## config.mk

```make
export PLATFORM = sky130hd
export DESIGN_NAME = clock_lru_page_replacement_flat
export DESIGN_NICKNAME = d
export VERILOG_FILES = /design/src/hdl/clpr_pkg.sv /design/src/hdl/clpr_req_if.sv /design/src/hdl/clpr_rsp_if.sv /design/src/hdl/clpr_ram.sv /design/src/hdl/clock_lru_page_replacement.sv /design/src/flat_wrapper.sv
export SDC_FILE = /design/constraint.sdc
export NUM_CORES = 2
export LEC_CHECK = 0
export ABC_AREA = 1
export ABC_CLOCK_PERIOD_IN_PS = 4820
export BUFFER_PORTS_ARGS = -buffer_cell sky130_fd_sc_hd__buf_2
export CAP_MARGIN = 20
export CORE_MARGIN = 4
export CORE_UTILIZATION = 45
export CTS_BUF_LIST = sky130_fd_sc_hd__clkbuf_4
export CTS_CLUSTER_SIZE = 40
export DETAILED_ROUTE_END_ITERATION = 7
export PLACE_DENSITY_LB_ADDON = 0.08
export RECOVER_POWER = 50
export SLEW_MARGIN = 25
export SYNTH_ARGS = -nofsm -noshare
export SYNTH_HDL_FRONTEND = slang
export SYNTH_SLANG_ARGS = --single-unit
```

## constraint.sdc

```tcl
create_clock -name clock -period 4.82 [get_ports clock]
set_input_delay 0 -clock clock [delete_from_list [all_inputs] [get_ports clock]]
set_output_delay 0 -clock clock [all_outputs]
set_load 0.03 [all_outputs]
```

## src/hdl/clpr_pkg.sv

```systemverilog
// Shared constants for the CLOCK/LRU page replacement queue.
package clpr_pkg;

   localparam int OPCODE_W = 2;
   localparam int KIND_W   = 2;
   localparam int CSR_W    = 6;

   localparam logic [OPCODE_W-1:0] OP_MAP    = 2'd0;
   localparam logic [OPCODE_W-1:0] OP_ACCESS = 2'd1;
   localparam logic [OPCODE_W-1:0] OP_TICK   = 2'd2;
   localparam logic [OPCODE_W-1:0] OP_EVICT  = 2'd3;

   localparam logic [KIND_W-1:0] KIND_REVOKED = 2'd0;
   localparam logic [KIND_W-1:0] KIND_EVICTED = 2'd1;
   localparam logic [KIND_W-1:0] KIND_ERROR   = 2'd2;

   typedef logic [OPCODE_W-1:0] opcode_type;
   typedef logic [KIND_W-1:0]   kind_type;

endpackage

```

## src/hdl/clpr_req_if.sv

```systemverilog
// Request channel interface: opcode and page number beats.
interface clpr_req_if
   import clpr_pkg::*;
#(
   parameter int PAGE_BITS = 20
);
   logic                 valid;
   logic                 ready;
   opcode_type           opcode;
   logic [PAGE_BITS-1:0] page_number;

   modport source (output valid, output opcode, output page_number, input ready);
   modport sink   (input valid, input opcode, input page_number, output ready);
endinterface

```

## src/hdl/clpr_rsp_if.sv

```systemverilog
// Response channel interface: revoked, evicted and error beats.
interface clpr_rsp_if
   import clpr_pkg::*;
#(
   parameter int PAGE_BITS = 20
);
   logic                 valid;
   logic                 ready;
   kind_type             result_kind;
   logic [PAGE_BITS-1:0] result_page;
   logic                 last_of_run;

   modport source (output valid, output result_kind, output result_page,
                   output last_of_run, input ready);
   modport sink   (input valid, input result_kind, input result_page,
                   input last_of_run, output ready);
endinterface

```

## src/hdl/clpr_ram.sv

```systemverilog
// Generic single write, single registered read RAM.
module clpr_ram #(
   parameter int WIDTH = 20,
   parameter int DEPTH = 32
) (
   input  logic                     clock,
   input  logic                     wr_en,
   input  logic [$clog2(DEPTH)-1:0] wr_addr,
   input  logic [WIDTH-1:0]         wr_data,
   input  logic [$clog2(DEPTH)-1:0] rd_addr,
   output logic [WIDTH-1:0]         rd_data
);
   logic [WIDTH-1:0] mem_ff [DEPTH];
   logic [WIDTH-1:0] rd_data_ff;

   always_ff @(posedge clock) begin
      if (wr_en) begin
         mem_ff[wr_addr] <= wr_data;
      end
      rd_data_ff <= mem_ff[rd_addr];
   end

   assign rd_data = rd_data_ff;
endmodule

```

## src/hdl/clock_lru_page_replacement.sv

```systemverilog
// CLOCK/LRU aging queue for page replacement, top level.
//
// req_bus takes one op per beat: map appends a page at the tail, access marks
// every resident copy of a page, tick walks the queue once and moves marked
// pages to the tail (reporting each as revoked), evict pops the head.
// rsp_bus carries revoked/evicted/error beats; last_of_run flags the final
// beat of an op. csr_write_enable/csr_write_data set the resident limit
// (0 acts as 1, anything above RESIDENT_SLOTS as RESIDENT_SLOTS).
// A successful map completes in the idle state; evict and error results are
// loaded into the output register. A tick with nothing marked returns to
// idle without a walk. The queue store walk reads one entry a cycle through
// the RAM's single read port, though rsp_bus can hold a tick walk; the tick
// second pass copies the moved pages back one a cycle from a scratch RAM.
// req_bus.ready is high only when the sequencer is idle.
// A stall on rsp_bus holds the walk at the next marked entry; the output
// register frees as soon as its beat is taken.
// Reset empties the queue, clears all marks and sets the limit to
// RESIDENT_SLOTS; it takes effect on the next clock edge.
module clock_lru_page_replacement
   import clpr_pkg::*;
#(
   parameter int RESIDENT_SLOTS = 32,
   parameter int PAGE_BITS      = 20
) (
   input  logic              clock,
   input  logic              reset,
   clpr_req_if.sink          req_bus,
   clpr_rsp_if.source        rsp_bus,
   input  logic              csr_write_enable,
   input  logic [CSR_W-1:0]  csr_write_data
);
   localparam int SLOT_W = $clog2(RESIDENT_SLOTS);
   localparam int CNT_W  = $clog2(RESIDENT_SLOTS + 1);

   localparam int ST_W = 3;
   localparam logic [ST_W-1:0] ST_IDLE   = 3'd0;
   localparam logic [ST_W-1:0] ST_ERR    = 3'd1;
   localparam logic [ST_W-1:0] ST_EVICT  = 3'd2;
   localparam logic [ST_W-1:0] ST_ACCESS = 3'd3;
   localparam logic [ST_W-1:0] ST_TICK   = 3'd4;
   localparam logic [ST_W-1:0] ST_COPY   = 3'd5;

   function automatic logic [SLOT_W-1:0] slot_f(input logic [SLOT_W-1:0] head,
                                                input logic [CNT_W-1:0]  pos);
      logic [CNT_W:0] sum;
      sum = (CNT_W+1)'(head) + (CNT_W+1)'(pos);
      if (sum >= (CNT_W+1)'(RESIDENT_SLOTS)) begin
         sum = sum - (CNT_W+1)'(RESIDENT_SLOTS);
      end
      return sum[SLOT_W-1:0];
   endfunction

   logic [ST_W-1:0]           state_ff, state_in;
   logic [SLOT_W-1:0]         head_ff, head_in;
   logic [CNT_W-1:0]          count_ff, count_in;
   logic [CNT_W-1:0]          marked_cnt_ff, marked_cnt_in;
   logic [CNT_W-1:0]          limit_ff, limit_in;
   logic [PAGE_BITS-1:0]      page_ff, page_in;
   logic [CNT_W-1:0]          idx_ff, idx_in;
   logic [CNT_W-1:0]          nk_ff, nk_in;
   logic [CNT_W-1:0]          nm_ff, nm_in;
   logic [CNT_W-1:0]          wi_ff, wi_in;
   logic                      vld_ff, vld_in;
   logic [RESIDENT_SLOTS-1:0] marks_ff, marks_in;

   logic                    rsp_valid_ff;
   kind_type                rsp_kind_ff;
   logic [PAGE_BITS-1:0]    rsp_page_ff;
   logic                    rsp_last_ff;

   logic                    rsp_load;
   kind_type                load_kind;
   logic [PAGE_BITS-1:0]    load_page;
   logic                    load_last;

   logic                    q_we;
   logic [SLOT_W-1:0]       q_wa;
   logic [PAGE_BITS-1:0]    q_wd;
   logic [SLOT_W-1:0]       q_ra;
   logic [PAGE_BITS-1:0]    q_rd;
   logic                    s_we;
   logic [PAGE_BITS-1:0]    s_rd;

   logic                    accept;
   logic                    can_emit;
   logic [SLOT_W-1:0]       cur_slot;
   logic [CNT_W-1:0]        idx_nx;
   logic                    last_idx;
   logic                    cur_mark;
   logic                    consume;

   clpr_ram #(.WIDTH(PAGE_BITS), .DEPTH(RESIDENT_SLOTS)) u_queue_ram (
      .clock   (clock),
      .wr_en   (q_we),
      .wr_addr (q_wa),
      .wr_data (q_wd),
      .rd_addr (q_ra),
      .rd_data (q_rd)
   );

   clpr_ram #(.WIDTH(PAGE_BITS), .DEPTH(RESIDENT_SLOTS)) u_moved_ram (
      .clock   (clock),
      .wr_en   (s_we),
      .wr_addr (nm_ff[SLOT_W-1:0]),
      .wr_data (q_rd),
      .rd_addr (idx_ff[SLOT_W-1:0]),
      .rd_data (s_rd)
   );

   assign req_bus.ready = (state_ff == ST_IDLE);
   assign accept        = req_bus.valid && req_bus.ready;
   assign can_emit      = !rsp_valid_ff || rsp_bus.ready;
   assign cur_slot      = slot_f(head_ff, idx_ff);
   assign idx_nx        = idx_ff + CNT_W'(1);
   assign last_idx      = (idx_nx == count_ff);
   assign cur_mark      = marks_ff[cur_slot];
   assign consume       = !cur_mark || can_emit;

   always_comb begin
      state_in      = state_ff;
      head_in       = head_ff;
      count_in      = count_ff;
      marked_cnt_in = marked_cnt_ff;
      limit_in      = limit_ff;
      page_in       = page_ff;
      idx_in        = idx_ff;
      nk_in         = nk_ff;
      nm_in         = nm_ff;
      wi_in         = wi_ff;
      vld_in        = vld_ff;
      marks_in      = marks_ff;
      rsp_load      = 1'b0;
      load_kind     = KIND_ERROR;
      load_page     = '0;
      load_last     = 1'b1;
      q_we          = 1'b0;
      q_wa          = slot_f(head_ff, nk_ff);
      q_wd          = q_rd;
      q_ra          = cur_slot;
      s_we          = 1'b0;

      if (csr_write_enable) begin
         if (csr_write_data == '0) begin
            limit_in = CNT_W'(1);
         end else if (int'(csr_write_data) > RESIDENT_SLOTS) begin
            limit_in = CNT_W'(RESIDENT_SLOTS);
         end else begin
            limit_in = CNT_W'(csr_write_data);
         end
      end

      case (state_ff)
         ST_IDLE: begin
            q_ra = head_ff;
            if (accept) begin
               page_in = req_bus.page_number;
               idx_in  = '0;
               nk_in   = '0;
               nm_in   = '0;
               wi_in   = '0;
               vld_in  = 1'b0;
               case (req_bus.opcode)
                  OP_MAP: begin
                     if (count_ff >= limit_ff) begin
                        state_in = ST_ERR;
                     end else begin
                        q_we     = 1'b1;
                        q_wa     = slot_f(head_ff, count_ff);
                        q_wd     = req_bus.page_number;
                        count_in = count_ff + CNT_W'(1);
                     end
                  end
                  OP_ACCESS: begin
                     if (count_ff != '0) begin
                        state_in = ST_ACCESS;
                        vld_in   = 1'b1;
                     end
                  end
                  OP_TICK: begin
                     if (marked_cnt_ff != '0) begin
                        state_in = ST_TICK;
                        vld_in   = 1'b1;
                     end
                  end
                  default: begin
                     state_in = (count_ff == '0) ? ST_ERR : ST_EVICT;
                  end
               endcase
            end
         end

         ST_ERR: begin
            if (can_emit) begin
               rsp_load = 1'b1;
               state_in = ST_IDLE;
            end
         end

         ST_EVICT: begin
            q_ra = head_ff;
            if (can_emit) begin
               rsp_load  = 1'b1;
               load_kind = KIND_EVICTED;
               load_page = q_rd;
               if (marks_ff[head_ff]) begin
                  marks_in[head_ff] = 1'b0;
                  marked_cnt_in     = marked_cnt_ff - CNT_W'(1);
               end
               head_in  = slot_f(head_ff, CNT_W'(1));
               count_in = count_ff - CNT_W'(1);
               state_in = ST_IDLE;
            end
         end

         ST_ACCESS: begin
            if (vld_ff) begin
               if (q_rd == page_ff && !cur_mark) begin
                  marks_in[cur_slot] = 1'b1;
                  marked_cnt_in      = marked_cnt_ff + CNT_W'(1);
               end
               if (last_idx) begin
                  vld_in   = 1'b0;
                  idx_in   = '0;
                  state_in = ST_IDLE;
               end else begin
                  idx_in = idx_nx;
                  q_ra   = slot_f(head_ff, idx_nx);
               end
            end
         end

         ST_TICK: begin
            if (vld_ff && consume) begin
               if (cur_mark) begin
                  s_we      = 1'b1;
                  rsp_load  = 1'b1;
                  load_kind = KIND_REVOKED;
                  load_page = q_rd;
                  load_last = ((nm_ff + CNT_W'(1)) == marked_cnt_ff);
                  nm_in     = nm_ff + CNT_W'(1);
               end else begin
                  q_we  = 1'b1;
                  nk_in = nk_ff + CNT_W'(1);
               end
               if (last_idx) begin
                  vld_in   = 1'b0;
                  idx_in   = '0;
                  wi_in    = '0;
                  state_in = ST_COPY;
               end else begin
                  idx_in = idx_nx;
                  q_ra   = slot_f(head_ff, idx_nx);
               end
            end
         end

         ST_COPY: begin
            if (idx_ff != nm_ff) begin
               idx_in = idx_nx;
               vld_in = 1'b1;
            end else begin
               vld_in = 1'b0;
            end
            if (vld_ff) begin
               q_we  = 1'b1;
               q_wa  = slot_f(head_ff, CNT_W'(nk_ff + wi_ff));
               q_wd  = s_rd;
               wi_in = wi_ff + CNT_W'(1);
               if ((wi_ff + CNT_W'(1)) == nm_ff) begin
                  marks_in      = '0;
                  marked_cnt_in = '0;
                  idx_in        = '0;
                  vld_in        = 1'b0;
                  state_in      = ST_IDLE;
               end
            end
         end

         default: begin
            state_in = ST_IDLE;
         end
      endcase
   end

   always_ff @(posedge clock) begin
      if (reset) begin
         state_ff      <= ST_IDLE;
         head_ff       <= '0;
         count_ff      <= '0;
         marked_cnt_ff <= '0;
         limit_ff      <= CNT_W'(RESIDENT_SLOTS);
         idx_ff        <= '0;
         nk_ff         <= '0;
         nm_ff         <= '0;
         wi_ff         <= '0;
         vld_ff        <= 1'b0;
         marks_ff      <= '0;
         rsp_valid_ff  <= 1'b0;
      end else begin
         state_ff      <= state_in;
         head_ff       <= head_in;
         count_ff      <= count_in;
         marked_cnt_ff <= marked_cnt_in;
         limit_ff      <= limit_in;
         idx_ff        <= idx_in;
         nk_ff         <= nk_in;
         nm_ff         <= nm_in;
         wi_ff         <= wi_in;
         vld_ff        <= vld_in;
         marks_ff      <= marks_in;
         if (rsp_load) begin
            rsp_valid_ff <= 1'b1;
         end else if (rsp_bus.ready) begin
            rsp_valid_ff <= 1'b0;
         end
      end
   end

   always_ff @(posedge clock) begin
      page_ff <= page_in;
      if (rsp_load) begin
         rsp_kind_ff <= load_kind;
         rsp_page_ff <= load_page;
         rsp_last_ff <= load_last;
      end
   end

   assign rsp_bus.valid       = rsp_valid_ff;
   assign rsp_bus.result_kind = rsp_kind_ff;
   assign rsp_bus.result_page = rsp_page_ff;
   assign rsp_bus.last_of_run = rsp_last_ff;

endmodule

```

## src/flat_wrapper.sv

```systemverilog
// flat-port wrapper written by rule: the top's interface ports become plain ports
module clock_lru_page_replacement_flat import clpr_pkg::*;
#(
   parameter int RESIDENT_SLOTS = 32,
   parameter int PAGE_BITS      = 20
)
  (clock, reset, csr_write_enable, csr_write_data, req_bus_valid, req_bus_opcode, req_bus_page_number, req_bus_ready, rsp_bus_valid, rsp_bus_result_kind, rsp_bus_result_page, rsp_bus_last_of_run, rsp_bus_ready);
  clpr_req_if #(.PAGE_BITS(PAGE_BITS)) req_bus_i ();
  clpr_rsp_if #(.PAGE_BITS(PAGE_BITS)) rsp_bus_i ();
  input  logic clock;
  input  logic reset;
  input  logic csr_write_enable;
  input  logic [CSR_W-1:0] csr_write_data;
  input wire logic [$bits(req_bus_i.valid)-1:0] req_bus_valid;
  input wire logic [$bits(req_bus_i.opcode)-1:0] req_bus_opcode;
  input wire logic [$bits(req_bus_i.page_number)-1:0] req_bus_page_number;
  output wire logic [$bits(req_bus_i.ready)-1:0] req_bus_ready;
  output wire logic [$bits(rsp_bus_i.valid)-1:0] rsp_bus_valid;
  output wire logic [$bits(rsp_bus_i.result_kind)-1:0] rsp_bus_result_kind;
  output wire logic [$bits(rsp_bus_i.result_page)-1:0] rsp_bus_result_page;
  output wire logic [$bits(rsp_bus_i.last_of_run)-1:0] rsp_bus_last_of_run;
  input wire logic [$bits(rsp_bus_i.ready)-1:0] rsp_bus_ready;
  assign req_bus_i.valid = req_bus_valid;
  assign req_bus_i.opcode = req_bus_opcode;
  assign req_bus_i.page_number = req_bus_page_number;
  assign req_bus_ready = req_bus_i.ready;
  assign rsp_bus_valid = rsp_bus_i.valid;
  assign rsp_bus_result_kind = rsp_bus_i.result_kind;
  assign rsp_bus_result_page = rsp_bus_i.result_page;
  assign rsp_bus_last_of_run = rsp_bus_i.last_of_run;
  assign rsp_bus_i.ready = rsp_bus_ready;
  clock_lru_page_replacement #(.RESIDENT_SLOTS(RESIDENT_SLOTS), .PAGE_BITS(PAGE_BITS)) u_core (.clock(clock), .reset(reset), .req_bus(req_bus_i), .rsp_bus(rsp_bus_i), .csr_write_enable(csr_write_enable), .csr_write_data(csr_write_data));
endmodule
```

==> run metrics <==
status finished, violations left; failing checks capacitance limit, slew limit; Rel. slew slack -39.70%; CTS Sinks 1446; slowest cell on the critical path dlygate4sd3_1; Iter 0 DRT Violations 4399; first-pass iteration count of the detailed router 5; # nets final 6375; Sum Neg Setup Slack 0 ns; Fmax achieved 221.7 MHz; chip height 383.6 um; Placed Area 0.06674 mm2; Logic pwr share 31.3%; Layout area overhead 13.65%; Port-buffer cells 57; WP data arrival 5.72 ns; register area share after synthesis 66.45%; net switching fraction of the power 36.81%; post-CTS sizing 0; htree depth 5; Leakage Power 0.02727 uW; first-pass GRT wire length 294500 um; Ports 58; Longest Clk Path Bufs 4; fillcell total 12790; GRT Total Usage 26.82%; Top cell by count, worst path nand2_1; mapped cell area 0.06350 mm2; DRC violations left 0; internal power 25430 uW; crit path time final 4.511 ns; Final Cell Area 0.07216 mm2; via count 46870; Hold Crit Class input pin to flip-flop; Rows 137; DRT Wirelength 199800 um; Routed wire per std cell 23.68 um; number of buffers added for setup after CTS 0; crit end category flip-flop; Pwr per Cell Area 557.7 mW/mm2; crit path max fanout 11; post-layout util 51.59%; cell breakdown of the critical path ha_1, fa_1, buf_4, nand2_1, nor2_1, nor2_1, nand2_1, nand2_1, nand2_1, nand2_1, nand2_1, nor2_4, inv_1, nor2_1, inv_1, nor2_1, buf_4, inv_1, nand2_1, o21ai_0, dlygate4sd3_1, inv_1, dlygate4sd3_1; Net Count, Synth 5975; clk slew on worst S/H paths 0.07 ns; Core ar. 0.1399 mm2; FFs w/ async S/R, synth 0%; synth unique cells 57; Yosys Warn Count 0; largest net degree at the start of global routing 187; initial core utilization 45.40%; DIE WIDTH 383.6 um; antenna-violating nets left 0; die area 0.1472 mm2; peak supply drop 425.7 uV; Tcrit/Tclk final 93.58%; clock power share 26.4%; Mean Syn Cell Area 10.80 um2; synthesis-stage register bit count 1446; Critical Path RT 6.03 ns; share of cells above drive strength 1 14.11%; grt total ovfl 0; initial antenna violation count 5; number of synthesized flops with an enable pin 1323; RePlAce Congestion 0.8864; max cap viols 31; Via-to-Cell Ratio 5.555; Gate Count Post-Synth 5881; clk_skew 0.1210 ns; setup ws final 0.3093 ns; Hold Vio Cnt, Final 0; CTS buffer count 396; Worst setup SP type flip-flop; Reg power frac 42.3%; Pwr Total 40240 uW; Psw 14810 uW; DP Worst Slack 0.4157 ns; Root Buffer clkbuf_4; Worst Max-Slew Pin Slew 2.095 ns; Final Setup Violations 0; Synth Flop Type edfxtp_1; WS Path Type flip-flop to flip-flop; TritonCTS clock tree built; unrepaired setup endpoints after global routing no; clk_lat worst skew 1.32 ns; post-DP HPWL 114300 um; Final Max Slew Viols 1061; slowest stage delay, CP 0.58 ns; vias in the first global route 45350
[power groups by stage]
stage | Sequential, uW | Combinational [uW] | Clock [uW]
after floorplan | 17600 | 7100 | 0
after global routing | 17000 | 13700 | 11700
after detailed placement | 17100 | 12700 | 0
after global placement | 17100 | 12600 | 0
after CTS | 16800 | 12800 | 10900
final | 17000 | 12600 | 10600
[state kept, by name, summed over array words and instances (netlist names)]
register / flops
u_core.state_ff: 3
u_core.count_ff: 6
u_core.nk_ff: 5
u_core.rsp_bus.last_of_run: 1
u_core.rsp_bus.valid: 1
u_core.marked_cnt_ff: 6
u_core.nm_ff: 6
u_core.rsp_bus.result_kind: 2
u_core.head_ff: 5
u_core.page_ff: 20
u_core.wi_ff: 6
u_core.u_moved_ram.rd_data: 20
u_core.rsp_bus.result_page: 20
u_core.u_queue_ram.mem_ff: 640
u_core.limit_ff: 6
u_core.u_moved_ram.mem_ff: 640
u_core.idx_ff: 6
u_core.vld_ff: 1
u_core.marks_ff: 32
u_core.u_queue_ram.rd_data: 20
[kinds of logic after synthesis]
logic type               count (synthesis)  share of synthesized area (%)
XOR/XNOR                                53                         0.7429
AO/OA/AOI/OAI                          863                          7.821
flip-flops                            1446                          66.45
buffers and inverters                  926                          6.010
adder cells (fa/ha/maj)                 61                          1.297
AND/OR/NAND/NOR                       2532                          17.68
[through the flow]
stage,std cells,hold slack [ns]
global route,8436,0.1894
finish,8438,0.2803
CTS,8433,0.02492
global placement,7677,0.2098
detailed placement,7677,0.2154
floorplan,5881,0.09887
[per-layer routing]
metal,routed length (um),track usage [%],vias to the layer above
met5,0,0,-
met4,5175,8.627,0
met3,14470,5.157,304
met2,92760,42.33,1826
met1,87390,37.58,23130
li1,-,-,21610
[cell type report]
class | instances | area [um2] | area share [%]
Clock buffer | 598 | 4489 | 6.221
Timing Repair Buffer | 366 | 2958 | 4.099
Tap cell | 1876 | 2347 | 3.253
Sequential cell | 1446 | 42200 | 58.48
Inverter | 562 | 2127 | 2.948
Clock inverter | 76 | 326.6 | 0.4525
Antenna cell | 5 | 12.51 | 0.01734
Multi-Input combinational cell | 3509 | 17700 | 24.53
[synth_stat cells, drive strengths merged, types with 2 or more instances]
library cell	n	area (um2)
nand3b	141	1059
nand3	782	3914
fa	8	160.2
clkbuf	193	724.4
a31oi	4	25.02
xnor2	26	227.7
o211a	2	20.02
o2111ai	2	17.52
a211oi	7	52.55
clkinv	5	23.77
nor3	27	140.1
xor2	27	244.0
nor3b	3	22.52
a21oi	100	511.8
nor4	6	37.54
buf	171	977.2
a32o	3	30.03
a221oi	30	262.8
inv	557	2091
o221ai	2	17.52
edfxtp	1323	39730
o21a	5	37.54
o22ai	198	1239
nand2	957	3643
ha	53	663.1
a22oi	4	30.03
o31ai	3	22.52
a32oi	20	175.2
or2	13	81.33
nor2	580	2187
dfxtp	123	2462
nand4	21	131.4
o21ai	452	2285
o211ai	26	195.2
[layout by cell type (no fill, tap or decap), types with 8 or more instances in the layout]
| cell | n |
|---|---|
| edfxtp_1 | 1323 |
| nand2_1 | 949 |
| nand3_1 | 782 |
| clkbuf_4 | 598 |
| inv_1 | 551 |
| nor2_1 | 516 |
| o21ai_0 | 450 |
| o22ai_1 | 198 |
| buf_4 | 152 |
| nand3b_1 | 141 |
| dfxtp_1 | 119 |
| a21oi_1 | 99 |
| dlygate4sd3_1 | 82 |
| clkbuf_1 | 80 |
| nor2_2 | 63 |
| clkinv_1 | 63 |
| ha_1 | 53 |
| a221oi_1 | 30 |
| buf_12 | 29 |
| xnor2_1 | 26 |
| o211ai_1 | 26 |
| xor2_1 | 26 |
| nor3_1 | 22 |
| nand4_1 | 21 |
| a32oi_1 | 20 |
| buf_2 | 18 |
| clkinv_2 | 14 |
| or2_2 | 13 |
| fa_1 | 8 |
[timing repair]
item | CTS | global route
hold buffers | 82 | 0
endpoints found under the setup margin | 0 | 0
endpoints found under the hold margin | 838 | 0
[final timing paths]
path	cells after the start	slack [ns]	endpoint	from
setup / recovery	23	0.31	u_core.rsp_bus.valid	u_core.idx_ff[0]
hold / removal	3	0.28	u_core.page_ff[8]	req_bus_page_number[8]
setup reg to reg	23	0.31	u_core.rsp_bus.valid	u_core.idx_ff[0]
hold reg to reg	2	0.50	u_core.marks_ff[17]	u_core.marks_ff[17]
[worst max-delay path, delay by kind of cell (launching register included)]
family	cells	cell delay [ns]
compound gates	1	0.23
flops	1	0.40
fa+ha+maj	2	0.74
buf+inv	8	1.92
simple gates	12	1.11
Note: power is estimated with default switching activity, not from simulation.
